===== src/rtl/nss_pkg.sv =====
// Shared constants, codes and types for the NFA state-set stepper.
package nss_pkg;

  // Automaton size.
  localparam int NumStates  = 16;
  localparam int NumSymbols = 4;

  // Field widths.
  localparam int OpW    = 2;
  localparam int StateW = 4;
  localparam int SymW   = 2;
  localparam int SetW   = 16;

  // Transition table geometry.
  localparam int Rows  = NumStates * NumSymbols;
  localparam int RowAw = (Rows > 1) ? $clog2(Rows) : 1;

  // States visited by a step: only the ones a 16-bit set can hold.
  localparam int IterStates = (NumStates < SetW) ? NumStates : SetW;
  localparam int CntW       = (IterStates > 1) ? $clog2(IterStates) : 1;

  localparam logic [SetW-1:0] StateMask =
    (NumStates >= SetW) ? {SetW{1'b1}} : SetW'((1 << NumStates) - 1);

  // Configuration port.
  localparam int CfgAddrW = 3;
  localparam int CfgDataW = 32;
  localparam logic CfgInitial = 1'b0;
  localparam logic CfgFinal   = 1'b1;

  typedef enum logic [OpW-1:0] {
    OpAdd   = 2'd0,
    OpStart = 2'd1,
    OpStep  = 2'd2
  } op_e;

  typedef struct packed {
    logic [OpW-1:0]    op;
    logic [StateW-1:0] from_state;
    logic [SymW-1:0]   symbol;
    logic [StateW-1:0] to_state;
  } item_t;

  typedef struct packed {
    logic [SetW-1:0] current_set;
    logic            holds_final;
    logic            set_empty;
  } result_t;

  // Controller -> datapath.
  typedef struct packed {
    logic load;     // latch the accepted item, clear step state
    logic add_rd;   // read the row an add touches
    logic add_wr;   // write back the row with the new bit
    logic step_rd;  // read the row of the counted state
    logic commit;   // update the active set and load the result
  } cmd_t;

  // Datapath -> controller.
  typedef struct packed {
    logic op_add;
    logic op_step;
    logic cnt_last;
    logic out_free;
  } sts_t;

  typedef enum logic [4:0] {
    StIdle   = 5'b00001,
    StDecode = 5'b00010,
    StAddWr  = 5'b00100,
    StStep   = 5'b01000,
    StDone   = 5'b10000
  } state_e;

  function automatic logic [RowAw-1:0] row_addr(input logic [StateW-1:0] state,
                                                input logic [SymW-1:0] sym);
    row_addr = RowAw'(int'(state) * NumSymbols + int'(sym));
  endfunction

endpackage


===== src/rtl/nss_if.sv =====
// Stream interfaces for input items and result items.
interface nss_item_if;
  logic                          valid;
  logic                          ready;
  logic [nss_pkg::OpW-1:0]       op;
  logic [nss_pkg::StateW-1:0]    from_state;
  logic [nss_pkg::SymW-1:0]      symbol;
  logic [nss_pkg::StateW-1:0]    to_state;

  modport source (output valid, op, from_state, symbol, to_state, input ready);
  modport sink   (input valid, op, from_state, symbol, to_state, output ready);
endinterface

interface nss_result_if;
  logic                        valid;
  logic                        ready;
  logic [nss_pkg::SetW-1:0]    current_set;
  logic                        holds_final;
  logic                        set_empty;

  modport source (output valid, current_set, holds_final, set_empty, input ready);
  modport sink   (input valid, current_set, holds_final, set_empty, output ready);
endinterface


===== src/rtl/nss_ram.sv =====
// Generic single-write, single-read RAM with registered read data.
module nss_ram #(
  parameter int Width = 16,
  parameter int Depth = 64
) (
  input  logic                     clk_i,
  input  logic                     we_i,
  input  logic [$clog2(Depth)-1:0] waddr_i,
  input  logic [Width-1:0]         wdata_i,
  input  logic                     re_i,
  input  logic [$clog2(Depth)-1:0] raddr_i,
  output logic [Width-1:0]         rdata_o
);

  logic [Width-1:0] mem_q [Depth];
  logic [Width-1:0] rdata_q;

  always_ff @(posedge clk_i) begin
    if (we_i) begin
      mem_q[waddr_i] <= wdata_i;
    end
    if (re_i) begin
      rdata_q <= mem_q[raddr_i];
    end
  end

  assign rdata_o = rdata_q;

endmodule


===== src/rtl/nss_ctrl.sv =====
// Controller state machine sequencing add, start and step items.
module nss_ctrl (
  input  logic           clk_i,
  input  logic           rst_ni,
  input  logic           in_valid_i,
  output logic           in_ready_o,
  input  nss_pkg::sts_t  sts_i,
  output nss_pkg::cmd_t  cmd_o
);

  nss_pkg::state_e state_q, state_d;

  always_comb begin
    state_d    = state_q;
    cmd_o      = '0;
    in_ready_o = 1'b0;
    case (state_q)
      nss_pkg::StIdle: begin
        in_ready_o = 1'b1;
        if (in_valid_i) begin
          cmd_o.load = 1'b1;
          state_d    = nss_pkg::StDecode;
        end
      end
      nss_pkg::StDecode: begin
        if (sts_i.op_add) begin
          cmd_o.add_rd = 1'b1;
          state_d      = nss_pkg::StAddWr;
        end else if (sts_i.op_step) begin
          state_d = nss_pkg::StStep;
        end else begin
          state_d = nss_pkg::StDone;
        end
      end
      nss_pkg::StAddWr: begin
        cmd_o.add_wr = 1'b1;
        state_d      = nss_pkg::StDone;
      end
      nss_pkg::StStep: begin
        cmd_o.step_rd = 1'b1;
        if (sts_i.cnt_last) begin
          state_d = nss_pkg::StDone;
        end
      end
      nss_pkg::StDone: begin
        if (sts_i.out_free) begin
          cmd_o.commit = 1'b1;
          state_d      = nss_pkg::StIdle;
        end
      end
      default: begin
        state_d = nss_pkg::StIdle;
      end
    endcase
  end

  always_ff @(posedge clk_i or negedge rst_ni) begin
    if (!rst_ni) begin
      state_q <= nss_pkg::StIdle;
    end else begin
      state_q <= state_d;
    end
  end

endmodule


===== src/rtl/nss_datapath.sv =====
// Datapath: item latch, transition table, step accumulator, active set, result register.
module nss_datapath (
  input  logic                        clk_i,
  input  logic                        rst_ni,
  input  nss_pkg::item_t              item_i,
  input  logic [nss_pkg::SetW-1:0]    initial_mask_i,
  input  logic [nss_pkg::SetW-1:0]    final_mask_i,
  input  nss_pkg::cmd_t               cmd_i,
  output nss_pkg::sts_t               sts_o,
  input  logic                        out_ready_i,
  output logic                        out_valid_o,
  output nss_pkg::result_t            result_o
);

  nss_pkg::item_t               item_q;
  logic [nss_pkg::CntW-1:0]     cnt_q, cnt_d;
  logic [nss_pkg::Rows-1:0]     valid_q, valid_d;
  logic                         hit_q, hit_d;
  logic [nss_pkg::SetW-1:0]     acc_q, acc_next;
  logic [nss_pkg::SetW-1:0]     active_q, active_d;
  logic                         out_valid_q, out_valid_d;
  nss_pkg::result_t             res_q;

  logic [nss_pkg::RowAw-1:0]    add_addr, step_addr;
  logic [nss_pkg::StateW-1:0]   step_state;
  logic                         sym_ok, add_ok;
  logic                         add_row_valid, step_row_valid;
  logic [nss_pkg::SetW-1:0]     rdata, wdata;
  logic                         ram_we, ram_re;
  logic [nss_pkg::RowAw-1:0]    ram_raddr;
  logic [nss_pkg::SetW-1:0]     new_set;

  assign sym_ok = int'(item_q.symbol) < nss_pkg::NumSymbols;
  assign add_ok = sym_ok && (int'(item_q.from_state) < nss_pkg::NumStates)
                         && (int'(item_q.to_state) < nss_pkg::NumStates);

  assign step_state = nss_pkg::StateW'(cnt_q);
  assign add_addr   = nss_pkg::row_addr(item_q.from_state, item_q.symbol);
  assign step_addr  = nss_pkg::row_addr(step_state, item_q.symbol);

  // Rows never written read as zero.
  assign add_row_valid  = add_ok && valid_q[add_addr];
  assign step_row_valid = sym_ok && valid_q[step_addr];

  assign ram_we    = cmd_i.add_wr && add_ok;
  assign ram_re    = cmd_i.add_rd || cmd_i.step_rd;
  assign ram_raddr = cmd_i.step_rd ? step_addr : add_addr;
  assign wdata     = (add_row_valid ? rdata : '0)
                   | (nss_pkg::SetW'(1) << item_q.to_state);

  nss_ram #(
    .Width (nss_pkg::SetW),
    .Depth (nss_pkg::Rows)
  ) u_table (
    .clk_i   (clk_i),
    .we_i    (ram_we),
    .waddr_i (add_addr),
    .wdata_i (wdata),
    .re_i    (ram_re),
    .raddr_i (ram_raddr),
    .rdata_o (rdata)
  );

  assign hit_d    = cmd_i.step_rd && active_q[cnt_q] && step_row_valid;
  assign acc_next = acc_q | (hit_q ? rdata : '0);

  always_comb begin
    cnt_d = cnt_q;
    if (cmd_i.load) begin
      cnt_d = '0;
    end else if (cmd_i.step_rd) begin
      cnt_d = cnt_q + nss_pkg::CntW'(1);
    end
  end

  always_comb begin
    valid_d = valid_q;
    if (ram_we) begin
      valid_d[add_addr] = 1'b1;
    end
  end

  always_comb begin
    case (item_q.op)
      nss_pkg::OpStart: new_set = initial_mask_i & nss_pkg::StateMask;
      nss_pkg::OpStep:  new_set = sym_ok ? (acc_next & nss_pkg::StateMask) : '0;
      default:          new_set = active_q;
    endcase
  end

  assign active_d    = cmd_i.commit ? new_set : active_q;
  assign out_valid_d = cmd_i.commit ? 1'b1 : (out_valid_q && !out_ready_i);

  always_ff @(posedge clk_i or negedge rst_ni) begin
    if (!rst_ni) begin
      cnt_q       <= '0;
      valid_q     <= '0;
      hit_q       <= 1'b0;
      acc_q       <= '0;
      active_q    <= '0;
      out_valid_q <= 1'b0;
    end else begin
      cnt_q       <= cnt_d;
      valid_q     <= valid_d;
      hit_q       <= hit_d;
      acc_q       <= cmd_i.load ? '0 : acc_next;
      active_q    <= active_d;
      out_valid_q <= out_valid_d;
    end
  end

  always_ff @(posedge clk_i) begin
    if (cmd_i.load) begin
      item_q <= item_i;
    end
    if (cmd_i.commit) begin
      res_q.current_set <= new_set;
      res_q.holds_final <= |(new_set & final_mask_i);
      res_q.set_empty   <= ~|new_set;
    end
  end

  assign sts_o.op_add   = item_q.op == nss_pkg::OpAdd;
  assign sts_o.op_step  = item_q.op == nss_pkg::OpStep;
  assign sts_o.cnt_last = int'(cnt_q) == nss_pkg::IterStates - 1;
  assign sts_o.out_free = !out_valid_q || out_ready_i;

  assign out_valid_o = out_valid_q;
  assign result_o    = res_q;

endmodule


===== src/rtl/nfa_state_set_stepper.sv =====
// NFA state-set stepper: top level with configuration registers and APB write/read port.
// Per transaction: a start or unused op goes from decode to commit, an add reads and
// then writes back its table row, and a step reads one table row per state.
// Throughput: one item in flight; the next is taken once the result is committed.
// Reset (async, active low) clears the active set, both masks and the per-row valid
// bits, so the whole transition table reads as zero right after reset.
module nfa_state_set_stepper (
  input  logic                           clk_i,
  input  logic                           rst_ni,
  input  logic                           psel,
  input  logic                           penable,
  input  logic                           pwrite,
  input  logic [nss_pkg::CfgAddrW-1:0]   paddr,
  input  logic [nss_pkg::CfgDataW-1:0]   pwdata,
  output logic [nss_pkg::CfgDataW-1:0]   prdata,
  output logic                           pready,
  nss_item_if.sink                       in_i,
  nss_result_if.source                   out_o
);

  // Configuration registers: initial_mask at 0x0, final_mask at 0x4.
  // The user must write these only while the block is idle; the block does not enforce it, and there is no shadowing.
  logic [nss_pkg::SetW-1:0] initial_mask_q, initial_mask_d;
  logic [nss_pkg::SetW-1:0] final_mask_q, final_mask_d;
  logic                     cfg_wr;
  logic                     cfg_idx;
  logic [nss_pkg::SetW-1:0] rd_mask;

  nss_pkg::item_t   item;
  nss_pkg::result_t result;
  nss_pkg::cmd_t    cmd;
  nss_pkg::sts_t    sts;
  logic             in_ready;
  logic             out_valid;

  assign pready  = 1'b1;
  assign cfg_wr  = psel && penable && pwrite;
  assign cfg_idx = paddr[nss_pkg::CfgAddrW-1];

  always_comb begin
    initial_mask_d = initial_mask_q;
    final_mask_d   = final_mask_q;
    if (cfg_wr) begin
      case (cfg_idx)
        nss_pkg::CfgInitial: initial_mask_d = pwdata[nss_pkg::SetW-1:0];
        nss_pkg::CfgFinal:   final_mask_d   = pwdata[nss_pkg::SetW-1:0];
        default: ;
      endcase
    end
  end

  always_comb begin
    case (cfg_idx)
      nss_pkg::CfgInitial: rd_mask = initial_mask_q;
      nss_pkg::CfgFinal:   rd_mask = final_mask_q;
      default:             rd_mask = '0;
    endcase
  end

  assign prdata = nss_pkg::CfgDataW'(rd_mask);

  always_ff @(posedge clk_i or negedge rst_ni) begin
    if (!rst_ni) begin
      initial_mask_q <= '0;
      final_mask_q   <= '0;
    end else begin
      initial_mask_q <= initial_mask_d;
      final_mask_q   <= final_mask_d;
    end
  end

  // Input transaction payload, latched by the datapath on accept.
  assign item.op         = in_i.op;
  assign item.from_state = in_i.from_state;
  assign item.symbol     = in_i.symbol;
  assign item.to_state   = in_i.to_state;
  assign in_i.ready      = in_ready;

  // Sequencer: idle -> decode -> (add read/write | per-state step scan) -> commit.
  nss_ctrl u_ctrl (
    .clk_i      (clk_i),
    .rst_ni     (rst_ni),
    .in_valid_i (in_i.valid),
    .in_ready_o (in_ready),
    .sts_i      (sts),
    .cmd_o      (cmd)
  );

  // Table RAM, step accumulator and output register; the output register lets
  // a new transaction be accepted while the previous result is still pending.
  nss_datapath u_datapath (
    .clk_i          (clk_i),
    .rst_ni         (rst_ni),
    .item_i         (item),
    .initial_mask_i (initial_mask_q),
    .final_mask_i   (final_mask_q),
    .cmd_i          (cmd),
    .sts_o          (sts),
    .out_ready_i    (out_o.ready),
    .out_valid_o    (out_valid),
    .result_o       (result)
  );

  assign out_o.valid       = out_valid;
  assign out_o.current_set = result.current_set;
  assign out_o.holds_final = result.holds_final;
  assign out_o.set_empty   = result.set_empty;

endmodule


===== src/flat_wrapper.sv =====
// flat-port wrapper written by rule: the top's interface ports become plain ports
module nfa_state_set_stepper_flat 
  (clk_i, rst_ni, psel, penable, pwrite, paddr, pwdata, prdata, pready, in_i_valid, in_i_op, in_i_from_state, in_i_symbol, in_i_to_state, in_i_ready, out_o_valid, out_o_current_set, out_o_holds_final, out_o_set_empty, out_o_ready);
  nss_item_if in_i_i ();
  nss_result_if out_o_i ();
  input  logic clk_i;
  input  logic rst_ni;
  input  logic psel;
  input  logic penable;
  input  logic pwrite;
  input  logic [nss_pkg::CfgAddrW-1:0] paddr;
  input  logic [nss_pkg::CfgDataW-1:0] pwdata;
  output logic [nss_pkg::CfgDataW-1:0] prdata;
  output logic pready;
  input wire logic [$bits(in_i_i.valid)-1:0] in_i_valid;
  input wire logic [$bits(in_i_i.op)-1:0] in_i_op;
  input wire logic [$bits(in_i_i.from_state)-1:0] in_i_from_state;
  input wire logic [$bits(in_i_i.symbol)-1:0] in_i_symbol;
  input wire logic [$bits(in_i_i.to_state)-1:0] in_i_to_state;
  output wire logic [$bits(in_i_i.ready)-1:0] in_i_ready;
  output wire logic [$bits(out_o_i.valid)-1:0] out_o_valid;
  output wire logic [$bits(out_o_i.current_set)-1:0] out_o_current_set;
  output wire logic [$bits(out_o_i.holds_final)-1:0] out_o_holds_final;
  output wire logic [$bits(out_o_i.set_empty)-1:0] out_o_set_empty;
  input wire logic [$bits(out_o_i.ready)-1:0] out_o_ready;
  assign in_i_i.valid = in_i_valid;
  assign in_i_i.op = in_i_op;
  assign in_i_i.from_state = in_i_from_state;
  assign in_i_i.symbol = in_i_symbol;
  assign in_i_i.to_state = in_i_to_state;
  assign in_i_ready = in_i_i.ready;
  assign out_o_valid = out_o_i.valid;
  assign out_o_current_set = out_o_i.current_set;
  assign out_o_holds_final = out_o_i.holds_final;
  assign out_o_set_empty = out_o_i.set_empty;
  assign out_o_i.ready = out_o_ready;
  nfa_state_set_stepper u_core (.clk_i(clk_i), .rst_ni(rst_ni), .psel(psel), .penable(penable), .pwrite(pwrite), .paddr(paddr), .pwdata(pwdata), .prdata(prdata), .pready(pready), .in_i(in_i_i), .out_o(out_o_i));
endmodule

===== config.mk =====
export PLATFORM = sky130hd
export DESIGN_NAME = nfa_state_set_stepper_flat
export DESIGN_NICKNAME = d
export VERILOG_FILES = /design/src/rtl/nss_pkg.sv /design/src/rtl/nss_if.sv /design/src/rtl/nss_ram.sv /design/src/rtl/nss_ctrl.sv /design/src/rtl/nss_datapath.sv /design/src/rtl/nfa_state_set_stepper.sv /design/src/flat_wrapper.sv
export SDC_FILE = /design/constraint.sdc
export NUM_CORES = 1
export LEC_CHECK = 0
export BUFFER_PORTS_ARGS = -buffer_cell sky130_fd_sc_hd__buf_2
export CORE_MARGIN = 3
export CORE_UTILIZATION = 49
export DETAILED_ROUTE_END_ITERATION = 8
export PLACE_DENSITY = 0.67
export REMOVE_ABC_BUFFERS = 1
export SYNTH_ARGS = -nofsm -noshare
export SYNTH_HDL_FRONTEND = slang
export SYNTH_SLANG_ARGS = --single-unit

===== constraint.sdc =====
create_clock -name clk_i -period 3.5 [get_ports clk_i]
set_input_delay 0.35 -clock clk_i [delete_from_list [all_inputs] [get_ports clk_i]]
set_output_delay 0.35 -clock clk_i [all_outputs]
set_load 0.03 [all_outputs]

== Word-level counts from Yosys, hierarchy flattened ==
Memory sizes are Yosys's and may differ from the RTL's. A register that Yosys moved wholly into a read port is not among the register bits.
Index checks and enable logic that the tools add are counted.
Operators by class
  add/subtract/negate cells: 3
  multipliers: 0
  divide/modulo/power cells: 0
  order comparisons: 4
  eq/ne operators: 11
  shift operators: 1
  mux-type cells: 34
  bitwise gates (word level): 5
  reductions and logical operators: 18
Operator list (number)
  bitwise OR 64 bit: 1
  case mux 16 bit (2 select lines): 2
  2-to-1 mux 16 bit: 3
  bitwise OR 16 bit: 2
  OR reduction 16 bit: 2
  2-to-1 mux 5 bit: 5
  case mux 5 bit (5 select lines): 1
  AND 16 bit: 1
  2-to-1 mux 1 bit: 16
  left shift 1 x 4 -> 16 bit, first input constant: 1
  < comparator 6 x 7 -> 1 bit, second input constant: 2
  adder 6 x 2 -> 6 bit: 2
  binary-select mux 1 bit (select 6 bit): 2
  2-to-1 mux 4 bit: 2
  demux 1 bit (select 6 bit): 1
  greater-or-equal comparator 6 x 1 -> 1 bit, second input constant: 1
  logical AND 1 bit: 6
  2-to-1 mux 6 bit: 1
  == test 5 x 1 -> 1 bit, second input constant: 1
  == test 5 x 2 -> 1 bit, second input constant: 1
  == test 5 x 3 -> 1 bit, second input constant: 1
  == test 5 x 4 -> 1 bit, second input constant: 1
  == test 5 bit, second input constant: 1
  < comparator 4 x 5 -> 1 bit, second input constant: 1
  other kinds (14): 19
Storage, ports and cells
  register bits after elaboration: 169
  bits in latches: 0
  bits in writable memories: 1024
  memory bits (read-only): 0
  input bits: 54
  memories: 1
Memories
  u_core.u_datapath.u_table.mem_q: depth 64, bits a word 16, read ports 1, clocked after memory_dff 1, wr ports 1, RTL line nss_ram.sv:15  | logic [Width-1:0] mem_q [Depth];

== Logic depth before layout (Yosys ltp) ==
Gate-level depths: netlist of run 1.
  word-level depth: 6
  mapped depth: 10

== Modules after synthesis ==
Synthesis of run 1 repeated with hierarchy kept, for this count alone.
Unflattened totals
  cell total of the unflattened synthesis: 2532
  area total of the unflattened synthesis: 48715.5 um^2
Modules (own cells, without submodules)
  nss_ram: instances 1, cells an instance 1829, area an instance 40202.3 um^2, seq. area each 31230.0 um^2
  nss_datapath: instances 1, cells an instance 561, area an instance 6553.8 um^2, seq. area each 3453.3 um^2
  nfa_state_set_stepper: instances 1, cells an instance 105, area an instance 1597.8 um^2, seq. area each 800.8 um^2
  nss_ctrl: instances 1, cells an instance 37, area an instance 361.6 um^2, seq. area each 126.4 um^2

== Worst setup path after synthesis of run 1 ==
OpenSTA, ideal clock, no wires.
  path type: reg-to-reg
  from: register u_core.u_datapath.item_q[4] (netlist bit)
  to: memory u_core.u_datapath.u_table.mem_q[0][15], data pin
  setup time: 538 ps
  arrival time: 2773 ps
  data required time: 2962 ps
  setup slack: 188 ps
  cell stages (with the launch flop): 10
  path buffers: 4
  clock period less this slack: 3312 ps
  cells stage by stage: edfxtp_1 -> buf_6 -> buf_12 -> mux4_2 -> a221oi_1 -> o221ai_1 -> or3_1 -> buf_6 -> buf_6 -> o2bb2ai_1
Between the ends
  longest elaborated chain between the ends: 5
Ends and longest elaborated chain
  from (decl): RTL line nss_datapath.sv:15  | nss_pkg::item_t item_q;
  from (signal assigned): RTL line nss_datapath.sv:114  | item_q <= item_i;
  adder 6 x 2 -> 6 bit: RTL line nss_pkg.sv:77  | row_addr = RowAw'(int'(state) * NumSymbols + int'(sym));
  binary-select mux 1 bit (select 6 bit): RTL line nss_datapath.sv:42  | assign add_row_valid = add_ok && valid_q[add_addr];
  2-to-1 mux 1 bit (not written as such): RTL line nss_datapath.sv:42
  2-to-1 mux 16 bit: RTL line nss_datapath.sv:48  | assign wdata = (add_row_valid ? rdata : '0)
  bitwise OR 16 bit: RTL line nss_datapath.sv:49  | | (nss_pkg::SetW'(1) << item_q.to_state);
  net u_core.u_datapath.u_table.wdata_i[15]: RTL line nss_ram.sv:9  | input logic [Width-1:0] wdata_i,
  to (decl): RTL line nss_ram.sv:15
The timed path passes the listed nets, and every way through them passes these cells. The select of a mux whose other input is x is not followed.

== Final worst setup path of run 1 ==
  from: register u_core.u_datapath.item_q[4] (netlist bit)
  to: memory u_core.u_datapath.u_table.mem_q[42][8], data pin
The elaborated chain is that of the path after synthesis.

==> impl_metrics.tcl, run 1 <==
set metrics [dict create \
    synth_largest_area_cell "edfxtp_1" \
    crit_slowest_cell "mux4_1" \
    worstSetupPathType "reg -> reg" \
    synth_top_area_share 0.6757 \
    timing.setup.tns_ns 0 \
    synth-main-ff-cell "edfxtp_1" \
    drv_cap 0 \
    grt_pass1_wl_microns 164500 \
    area_delta_synth_final_pct 14.52 \
    drtIter0Drc 2760 \
    period_needed_ns 3.432 \
    tightest_slew_ns 1.068 \
    ys_warn_count 0 \
    synthArstFlopShare 0.1150 \
    cts_tree "done" \
    yosysSeqAreaShare 0.7488 \
    clkSinkCount 1209 \
    rr_startpoint "u_core.u_datapath.item_q[4]$_DFFE_PP_" \
    start_util 0.4976 \
    io_buffers 71 \
    drive_gt1_frac 0.3161 \
    routabilityCongestion 0.8506 \
    r2r_end "u_core.u_datapath.u_table.mem_q[42][8]$_DFFE_PP_" \
    ys_ff_latch 1209 \
    syn_inst 2288 \
    worstSetupStartpoint "u_core.u_datapath.item_q[4]$_DFFE_PP_" \
    reg2regPathDepth 8 \
    synth_edf_count 1070 \
    fmax_mhz 291.4 \
    cts_made_buffers 115 \
    hold_path.class "in -> reg" \
    place_hpwl_microns 66720 \
    leakage_nw 19.01 \
    setup_viol 0 \
    synthTopCellsByArea "edfxtp_1 (68%), mux4_2 (13%), dfrtp_1 (7.3%)" \
    routed_wl_microns 111400 \
    die_w_microns 317.5 \
    grt_max_degree 108 \
    cp_common_cell "buf_4" \
    synth.distinct_cells 58 \
    drc_errors 0 \
    rrSetupSlack_ns 0.07 \
    fin_nets 2592 \
    cts_max_path_buffers 3 \
    min_period_over_period 0.9805 \
    grtUsageTotal 0.2205 \
    syn_avg_cell_area_sq_um 20.78 \
    crit_fanout 32 \
    slew_viol_final 0 \
    grt_pass1_vias 24360 \
    fp.dieH_microns 317.5 \
    coreArea_sq_um 95580 \
    crit_end "u_core.u_datapath.u_table.mem_q[42][8]$_DFFE_PP_" \
    h-tree-depth 3 \
    cp-start-kind "register" \
    clk_latency_ns 0.70 \
    outcome "completed" \
    clk_pin_slew_ns 0.06 \
    die_area_sq_um 100800 \
    critical-path-max-stage-delay_ns 0.61 \
    finalHoldViolCount 0 \
    drt-pass1-iter-count 5 \
    path_cells "buf_12 -> mux4_1 -> a221oi_1 -> o221ai_1 -> or3_1 -> buf_4 -> a22o_2 -> buf_4" \
    power_mw 35.46 \
    num_rows 113 \
    worstPathArrival_ns 3.80 \
    grt_overflow 0 \
    cp-end-kind "register" \
    via_per_inst 6.124 \
    ioPinCount 107 \
    wl_per_cell_microns 28.58 \
    p_per_area_nw_per_um2 651.2 \
    vias 23870 \
    cts_resized 0 \
    netlist_area_sq_um 47550 \
    rsz0062_at_grt "no" \
    cts_root_buf "clkbuf_16" \
    skew_ns 0.04131 \
    antenna_found_initial 13 \
    yosysMostFrequentCell "edfxtp_1" \
    ir_drop_uv 385.3 \
    slew_headroom 0.2880 \
    required_ns 3.87 \
    ant_nets 0 \
    synth_common_cells "edfxtp_1 (1,070), mux4_2 (284), dfrtp_1 (138)" \
]
[layout make-up]
class | count | area [sq um]
antenna | 1 | 2.502
inverter | 9 | 33.78
timing repair buffer | 249 | 2158
clock inverter | 61 | 571.8
multi-input combinational | 949 | 11380
clock buffer | 155 | 3119
tap | 1265 | 1583
fill | 6972 | 41120
sequential | 1209 | 35610
[cells by family (layout without fill, tap and decap cells)]
group | Yosys count | count (layout) | share of synthesized area
and+or+nand+nor | 276 | 276 | 0.02971
xor gates and xnor gates | 2 | 2 | 0.0003684
DFF | 1209 | 1209 | 0.7488
other | 2 | 18 | 0.0001579
buffers and inverters | 145 | 474 | 0.01463
AOI/OAI and AO/OA | 164 | 164 | 0.02476
adders and majority gates | 5 | 5 | 0.001316
muxes | 485 | 485 | 0.1802
[cell usage in the layout (no fill, tap or decap), types with 10 or more instances in the layout]
master         netlist  layout
nor2_1             106      96
nand2_1             30      30
dfrtp_1            138     138
mux4_2             284     284
a21o_1              15      15
buf_4               19     118
or4_1               16      16
a221oi_1            19      19
buf_2               33      70
edfxtp_1          1070    1070
clkinv_2             0      22
or2_2               65      65
clkinv_1             0      17
clkbuf_16            0     116
clkbuf_1            53      32
nor2_2               0      10
nor2b_1             11      11
buf_12               1      31
o22ai_1             65      65
a21boi_0            12      12
conb_1               2      17
dlygate4sd3_1        0      29
mux2_2              65      65
mux2i_1            131     130
[per-stage QoR]
| step | utilization | setup WS [ns] | hold slack [ns] | cells | instance area, sq um |
|---|---|---|---|---|---|
| floorplan | - | -10.55 | 0.05441 | 2167 | 46950 |
| global placement | 0.5281 | 0.1682 | 0.4445 | 3652 | 50470 |
| detailed placement | 0.5281 | 0.1501 | 0.4480 | 3652 | 50470 |
| CTS | 0.5698 | 0.1017 | 0.005516 | 3897 | 54460 |
| global route | 0.5698 | 0.01130 | 0.04209 | 3897 | 54460 |
| finish | 0.5698 | 0.06815 | 0.06429 | 3898 | 54460 |
[what timing repair did]
action,4_1_cts,5_1_grt
endpoints found under the hold margin,148,0
hold buffers,29,0
endpoints found under the setup margin,0,0
setup buffers,0,0
[critical path, delay by kind of cell (launching register included)]
family | cells | cell delay [ns]
compound gates | 3 | 0.81
buf+inv | 3 | 0.73
flops | 1 | 0.47
mux | 1 | 0.61
simple gates | 1 | 0.45
[registers in the layout, summed over array words and instances (netlist names)]
signal / count
u_core.u_datapath.hit_q: 1
u_core.u_datapath.item_q: 12
u_core.u_datapath.active_q: 16
u_core.final_mask_q: 16
u_core.u_ctrl.state_q: 5
u_core.u_datapath.cnt_q: 4
u_core.u_datapath.acc_q: 16
u_core.u_datapath.valid_q: 64
u_core.u_datapath.result_o: 18
u_core.u_datapath.u_table.mem_q: 1024
u_core.initial_mask_q: 16
u_core.u_datapath.u_table.rdata_o: 16
u_core.u_datapath.out_valid_o: 1
[power by group]
| group | leakage (nW) | switching, mW | internal [mW] |
|---|---|---|---|
| logic | 5.60 | 3.82 | 2.43 |
| registers | 11.6 | 0.271 | 16.8 |
| clock network | 1.81 | 5.19 | 6.92 |
[worst min-delay path by stage]
stage | from | to | depth (start not counted)
finish | in_i_valid | u_core.u_ctrl.state_q[1]$_DFFE_PN0P_ | 2
global route | out_o_ready | u_core.u_datapath.out_valid_o$_DFF_PN0_ | 3
floorplan | rst_ni | u_core.final_mask_q[0]$_DFFE_PN0P_ | 0
detailed placement | u_core.u_datapath.valid_q[32]$_DFFE_PN0P_ | u_core.u_datapath.valid_q[32]$_DFFE_PN0P_ | 1
CTS | in_i_valid | u_core.u_ctrl.state_q[1]$_DFFE_PN0P_ | 2
global placement | u_core.u_datapath.valid_q[33]$_DFFE_PN0P_ | u_core.u_datapath.valid_q[33]$_DFFE_PN0P_ | 1
[layer usage]
layer  up-vias  routed length, microns  GRT usage
met3       159                    9083    0.04369
met2      1033                   54060     0.3512
met1     12750                   45630     0.3155
met5         -                      13          0
met4         2                    2598    0.05966
li1       9923                       -          -
Note: power is estimated with default switching activity, not from simulation.
==> inputs of run 2 (changes only) <==
Settings changed: CORE_ASPECT_RATIO from default to 1.1, CORE_MARGIN 3 to 2.
==> impl_metrics.tcl, run 2 (synthesis results as in run 1) <==
set metrics [dict create \
    slew_headroom 0.2760 \
    grt_overflow 0 \
    cts_tree "done" \
    min_period_over_period 0.9293 \
    cts_max_path_buffers 3 \
    fmax_mhz 307.5 \
    fin_nets 2604 \
    reg2regPathDepth 8 \
    clk_pin_slew_ns 0.07 \
    worstSetupPathType "reg -> reg" \
    r2r_end "u_core.u_datapath.u_table.rdata_o[12]$_DFFE_PP_" \
    leakage_nw 19.00 \
    slew_viol_final 0 \
    clkSinkCount 1209 \
    top_usage_layer "met2" \
    grt_max_degree 94 \
    tightest_slew_ns 1.086 \
    coreArea_sq_um 96040 \
    area_delta_synth_final_pct 14.20 \
    via_per_inst 6.117 \
    regArea_sq_um 35610 \
    ioPinCount 107 \
    setup_viol 0 \
    crit_fanout 21 \
    final_cell_mix "edfxtp_1 (1,070), mux4_2 (284), buf_4 (148), dfrtp_1 (138), mux2i_1 (130)" \
    vias 23940 \
    worstSetupStartpoint "u_core.u_ctrl.state_q[1]$_DFFE_PN0P_" \
    start_util 0.4952 \
    timing.setup.tns_ns 0 \
    clk_latency_ns 0.70 \
    grt_pass1_wl_microns 163300 \
    grtUsageTotal 0.2261 \
    routed_wl_microns 111400 \
    h-tree-depth 3 \
    grt_pass1_vias 24370 \
    rrSetupSlack_ns 0.25 \
    regMostFlops "u_core.u_datapath.u_table.mem_q" \
    hold_slack_ns 0.04700 \
    rsz0062_at_grt "no" \
    place_hpwl_microns 68110 \
    cp-end-kind "register" \
    cp-start-kind "register" \
    skew_ns 0.02155 \
    period_needed_ns 3.253 \
    crit_end "u_core.u_datapath.u_table.rdata_o[12]$_DFFE_PP_" \
    largest_reg_flops 1024 \
    rr_startpoint "u_core.u_ctrl.state_q[1]$_DFFE_PN0P_" \
    drc_errors 0 \
    required_ns 3.93 \
    p_per_area_nw_per_um2 646.8 \
    outcome "completed" \
    antenna_found_initial 10 \
    drive_gt1_frac 0.3172 \
    drv_cap 0 \
    post_cts_buffers 0 \
    use_met3 0.04067 \
    final_common_cell "edfxtp_1" \
    cts_root_buf "clkbuf_16" \
    routabilityCongestion 0.8790 \
    hold_path.class "in -> reg" \
    wl_per_cell_microns 28.46 \
    io_buffers 71 \
    die_area_sq_um 99560 \
    num_rows 119 \
    die_w_microns 301.0 \
    fp.dieH_microns 330.7 \
    drtIter0Drc 2764 \
    multiInputGateArea_sq_um 11370 \
    drt-pass1-iter-count 6 \
    use_met2 0.3650 \
    grt_use_met1 0.3094 \
    finalHoldViolCount 0 \
    ir_drop_uv 535.9 \
    cts_made_buffers 111 \
    ant_nets 0 \
    worstPathArrival_ns 3.68 \
    fill_cells 6965 \
]
-- run 2: cell types whose count changed in the layout (fill, tap and decap cells not counted), sizes merged --
cell and change:
clkbuf -7, bufinv -1, diode +3, buf +16
clkinv -3, inv +2
-- run 2: layout make-up --
| cell class | count | area share |
|---|---|---|
| flip-flops and latches | 1209 | 0.6557 |
| multi-input cells | 949 | 0.2094 |
| clock buffers | 148 | 0.05672 |
| repair buffers | 265 | 0.03873 |
| well taps | 1270 | 0.02926 |
| clock inverters | 59 | 0.009331 |
| inverters | 9 | 0.0006221 |
| diodes | 4 | 0.0001843 |
-- run 2: timing repair --
item                       in CTS  in global routing
hold buffers                   29                  0
hold endpoints to repair      134                  0
gates resized for setup         0                  1
setup endpoints to repair       0                  4
-- run 2: worst min path at each step --
stage                                           endpoint  cells after the start                                      start  slack (ns)
3_5_place_dp   u_core.u_datapath.valid_q[35]$_DFFE_PN0P_                      1  u_core.u_datapath.valid_q[35]$_DFFE_PN0P_        0.45
3_3_place_gp   u_core.u_datapath.valid_q[33]$_DFFE_PN0P_                      1  u_core.u_datapath.valid_q[33]$_DFFE_PN0P_        0.44
4_1_cts             u_core.u_datapath.acc_q[7]$_DFF_PN0_                      2                                 in_i_valid        0.02
5_1_grt             u_core.u_ctrl.state_q[1]$_DFFE_PN0P_                      2                                 in_i_valid        0.06
6_report            u_core.u_ctrl.state_q[1]$_DFFE_PN0P_                      2                                 in_i_valid        0.05
2_1_floorplan         u_core.final_mask_q[0]$_DFFE_PN0P_                      0                                     rst_ni        0.05
-- run 2: power breakdown --
part,leakage [nW],switching (mW),total (mW),internal [mW]
registers,11.6,0.298,17.1,16.8
logic,5.64,3.73,6.09,2.36
clock network,1.75,5.14,11.9,6.76
total,19.0,9.17,35.1,26.0
-- run 2: layer usage --
| metal | routed length [microns] | share of wire | vias up |
|---|---|---|---|
| met5 | 83 | 0.00075 | - |
| met4 | 4176 | 0.038 | 12 |
| met3 | 8136 | 0.073 | 207 |
| met2 | 54420 | 0.49 | 1027 |
| met1 | 44540 | 0.40 | 12750 |
| li1 | - | - | 9938 |
-- run 2: worst max-delay path, cell delays in order (launching register included) --
cell and delay (ns):
dfrtp_1 0.43, nor3_2 0.24, and3b_1 0.29, mux2i_4 0.34, buf_12 0.23, buf_12 0.24
mux2i_1 0.35, o22ai_1 0.25, or4_1 0.58
-- run 2: metrics by stage --
step	cells	worst slack (ns)	instance area [sq um]	utilization	total power, mW
after floorplan	2167	-10.55	46950	-	22.29
after global placement	3673	0.2084	50410	0.5249	23.28
after detailed placement	3673	0.1744	50410	0.5249	23.50
after CTS	3909	0.1527	54290	0.5653	35.35
after global routing	3909	0.1697	54300	0.5654	36.31
final	3913	0.2475	54310	0.5655	35.13
